## config.mk

```make
export PLATFORM = sky130hd
export DESIGN_NAME = npi_cell
export DESIGN_NICKNAME = d
export VERILOG_FILES = /design/src/sv/npi_pkg.sv /design/src/sv/npi_cell.sv
export SDC_FILE = /design/constraint.sdc
export NUM_CORES = 1
export LEC_CHECK = 0
export BUFFER_PORTS_ARGS = -buffer_cell sky130_fd_sc_hd__buf_2
export CAP_MARGIN = 5
export CORE_AREA = 2 2 69 84
export DETAILED_ROUTE_END_ITERATION = 10
export DIE_AREA = 0 0 71 86
export PLACE_DENSITY = 0.48
export SYNTH_ARGS = -nofsm -noshare
export SYNTH_HDL_FRONTEND = slang
export SYNTH_SLANG_ARGS = --single-unit
```

## constraint.sdc

```tcl
create_clock -name clk -period 2.33 [get_ports clk]
set_input_delay 0.466 -clock clk [delete_from_list [all_inputs] [get_ports clk]]
set_output_delay 0.466 -clock clk [all_outputs]
set_load 0.01 [all_outputs]
```

## src/sv/npi_pkg.sv

```systemverilog
// shared types and constants for the nearest palette index block
// no dependencies
`default_nettype none
package npi_pkg;
  localparam int PALETTE_ENTRIES_DEF = 256;
  localparam int GAIN_W   = 18;
  localparam int PIX_W    = 8;
  localparam int ENTRY_W  = 24;
  localparam int CHROMA_W = 9;
  localparam int TGT_W    = 28;
  localparam int DIFF_W   = 29;
  localparam int ABS_W    = 28;
  localparam int SQ_W     = 56;
  localparam int SUM_W    = 58;
  localparam int DIST_W   = 52;
  localparam int CFG_IDX_W = 2;
  localparam logic [PIX_W-1:0] CHROMA_OFFSET = 8'd128;

  localparam logic [GAIN_W-1:0] RED_CR_RST   = 18'd91881;
  localparam logic [GAIN_W-1:0] GREEN_CB_RST = 18'd22554;
  localparam logic [GAIN_W-1:0] GREEN_CR_RST = 18'd46802;
  localparam logic [GAIN_W-1:0] BLUE_CB_RST  = 18'd116130;

  typedef enum logic [CFG_IDX_W-1:0] {
    CFG_RED_CR   = 2'd0,
    CFG_GREEN_CB = 2'd1,
    CFG_GREEN_CR = 2'd2,
    CFG_BLUE_CB  = 2'd3
  } cfg_idx_t;

  typedef enum logic [4:0] {
    ST_IDLE  = 5'b00001,
    ST_CONV  = 5'b00010,
    ST_TGT   = 5'b00100,
    ST_SCAN  = 5'b01000,
    ST_DRAIN = 5'b10000
  } state_t;

  // tag of one palette entry handed to the distance pipeline
  typedef struct packed {
    logic              valid;
    logic [PIX_W-1:0]  idx;
  } scan_tag_t;

  typedef enum logic {
    MODE_QUERY = 1'b0,
    MODE_LOAD  = 1'b1
  } mode_t;
endpackage
`default_nettype wire

```

## src/sv/npi_cell.sv

```systemverilog
// one palette cell of the rotating ring
// depends on npi_pkg
`default_nettype none
module npi_cell import npi_pkg::*; (
  input  wire logic               clk,
  input  wire logic               rst_n,
  input  wire logic               load_en,
  input  wire logic [ENTRY_W-1:0] load_data,
  input  wire logic               shift_en,
  input  wire logic [ENTRY_W-1:0] shift_in,
  output logic      [ENTRY_W-1:0] q
);
  logic [ENTRY_W-1:0] entry_r;

  // load wins; queries and loads never overlap
  always_ff @(posedge clk) begin
    if (!rst_n) begin
      entry_r <= '0;
    end else if (load_en) begin
      entry_r <= load_data;
    end else if (shift_en) begin
      entry_r <= shift_in;
    end
  end

  assign q = entry_r;
endmodule
`default_nettype wire

```

==> impl_metrics.yaml <==
die:
  start_util: 0.247
  dieArea_um2: 6110
  core_um2: 5260
  fp.dieW_um: 71
  ios: 76
  fp.dieH_um: 86
  rows: 29
clock_network:
  cts-buffers-inserted: 3
  cts_root_buffer: "clkbuf_8"
  worstSkewPairLatency_ns: 0.26
  cts_buffer_depth: 2
  cts_resized: 0
  cts.sink_count: 24
  clkTransAtPathRegs_ns: 0.08
  cts_setup_buffers: 0
  postCtsHoldBufs: 0
  htreeDepth: 1
  cts_tree: "done"
run:
  cap_violations: 0
synth:
  synthDistinctLibCells: 9
  yosysWarnings: 0
  synthCells: 106
  syn_area_per_cell_um2: 12.2
  syn_area_um2: 1300
  yosysSeqAreaShare: 0.370
  yosys_register_bits: 24
  synth_nets: 158
global_routing:
  grt_overflow_total: 0
  grt_pass1_vias: 1046
  gr-usage-met1: 0.121
  use_met3: 0.0153
  busiest_layer: "met2"
  antenna_found_initial: 0
  grt_pass1_wl_mm: 5.01
  grt_start_max_net_pins: 49
  met2_usage: 0.185
  grt_usage: 0.104
pwr:
  ir_drop_v: 0.000213
  finalPower_mw: 0.918
  power_leakage_nw: 1.03
  p_per_area_nw_per_um2: 532
critical_path:
  worstPathCellList: "buf_2"
  crit_path_top_delay_cell: "dfxtp_1"
  critical_path.max_stage_delay_ns: 0.36
  r2r-start: "q[2]"
  path_buf_inv: 1
  reg2regPathDepth: 2
  regToRegSetupSlack_ns: 1.43
  worst_path_dominant_cell_family: "flip-flops"
  arrival_ns: 0.76
  cp_num_cells: 1
  start_kind: "flop"
  rr_endpoint: "q[2]"
  critPathMaxFanout: 2
  crit_type: "flop to output port"
  startpoint: "q[6]"
  cp.required_ns: 1.86
  crit_path_end: "q[6]"
  crit_path_end_kind: "output port"
place:
  gp_congestion: 0.681
  placed_cells: 235
  placed_area_um2: 1680
  port_buffers: 75
  hpwlAfterDp_mm: 2.49
  place_ws_ns: 0.810
cells_and_area:
  fin_nets: 230
  drive_gt1_frac: 0.591
  fill_cells: 551
  final_area_um2: 1730
  largest_reg_flops: 24
  syn2layout_area_growth_pct: 33.0
  final_common_cell: "buf_2"
  final_cell_mix: "buf_2 (75), nand2b_1 (24), o211a_1 (24), dfxtp_1 (24), mux2_4 (20)"
  num_antenna_cells: 0
  fin_util: 0.328
  fin_cells: 238
timing:
  setup_violations: 0
  fin_tns_setup_ns: 0
  relSlewSlack: 0.468
  min_period_ns: 1.23
  fmax_ghz: 0.815
  fin_ws_ns: 1.10
  final_max_slew_viol_count: 0
  finalCritPeriodShare: 0.526
  rsz0062_at_grt: "no"
  finalClockSkew_ns: 0
  tightest_slew_ns: 0.799
  timing.hold.ws_ns: 0.518
  hold_violations: 0
drt:
  ant_nets: 0
  initialDrtViolationCount: 9
  routed_wl_mm: 3.26
  wire_per_inst_um: 13.7
  drc_errors: 0
  via_count: 1062
  viasPerCell: 4.46
  firstDrtPassIters: 2
status:
  status: "finished clean"
hold_path:
  hp-class: "primary input to flop"
[layout make-up]
| type | count | area (µm²) | area share |
|---|---|---|---|
| clock buffers | 3 | 41.3 | 0.0239 |
| multi-input cells | 72 | 736 | 0.426 |
| flip-flops and latches | 24 | 480 | 0.278 |
| well taps | 62 | 77.6 | 0.0450 |
| repair buffers | 77 | 390 | 0.226 |
[kinds of logic (layout without fill, tap and decap cells)]
kind of cell    count (synthesis)  in the layout  synth area share
compound gates                 24             24             0.185
buf+inv                        10             80            0.0627
flops                          24             24             0.370
mux                            24             24             0.266
simple gates                   24             24             0.116
[synth_stat cells]
| cell type | count | share of area |
|---|---|---|
| buf_12 | 2 | 0.031 |
| mux2_2 | 4 | 0.035 |
| dfxtp_1 | 24 | 0.37 |
| nand2b_1 | 24 | 0.12 |
| clkbuf_1 | 4 | 0.012 |
| buf_2 | 3 | 0.012 |
| mux2_4 | 20 | 0.23 |
| buf_6 | 1 | 0.0087 |
| o211a_1 | 24 | 0.19 |
[how the worst min path moves through the flow]
stage / start / end / slack [ns] / cells past startpoint
global route: load_data[21] / q[21] / 0.51 / 3
finish: load_data[23] / q[23] / 0.52 / 3
CTS: load_data[1] / q[1] / 0.51 / 3
detailed placement: q[1] / q[1] / 0.59 / 2
global placement: q[21] / q[21] / 0.59 / 2
floorplan: rst_n / q[0] / 0.60 / 1
[report_power, final]
group          internal (mW)  switching (mW)  total (mW)
sequential             0.442          0.0164       0.458
clock                  0.115           0.122       0.238
combinational          0.133          0.0887       0.222
[metal layers]
layer	wire length, µm	up-vias
met4	62	0
met2	1790	33
met5	0	-
li1	-	520
met3	150	5
met1	1260	504
No activity file was read; power rests on OpenSTA's default activity.
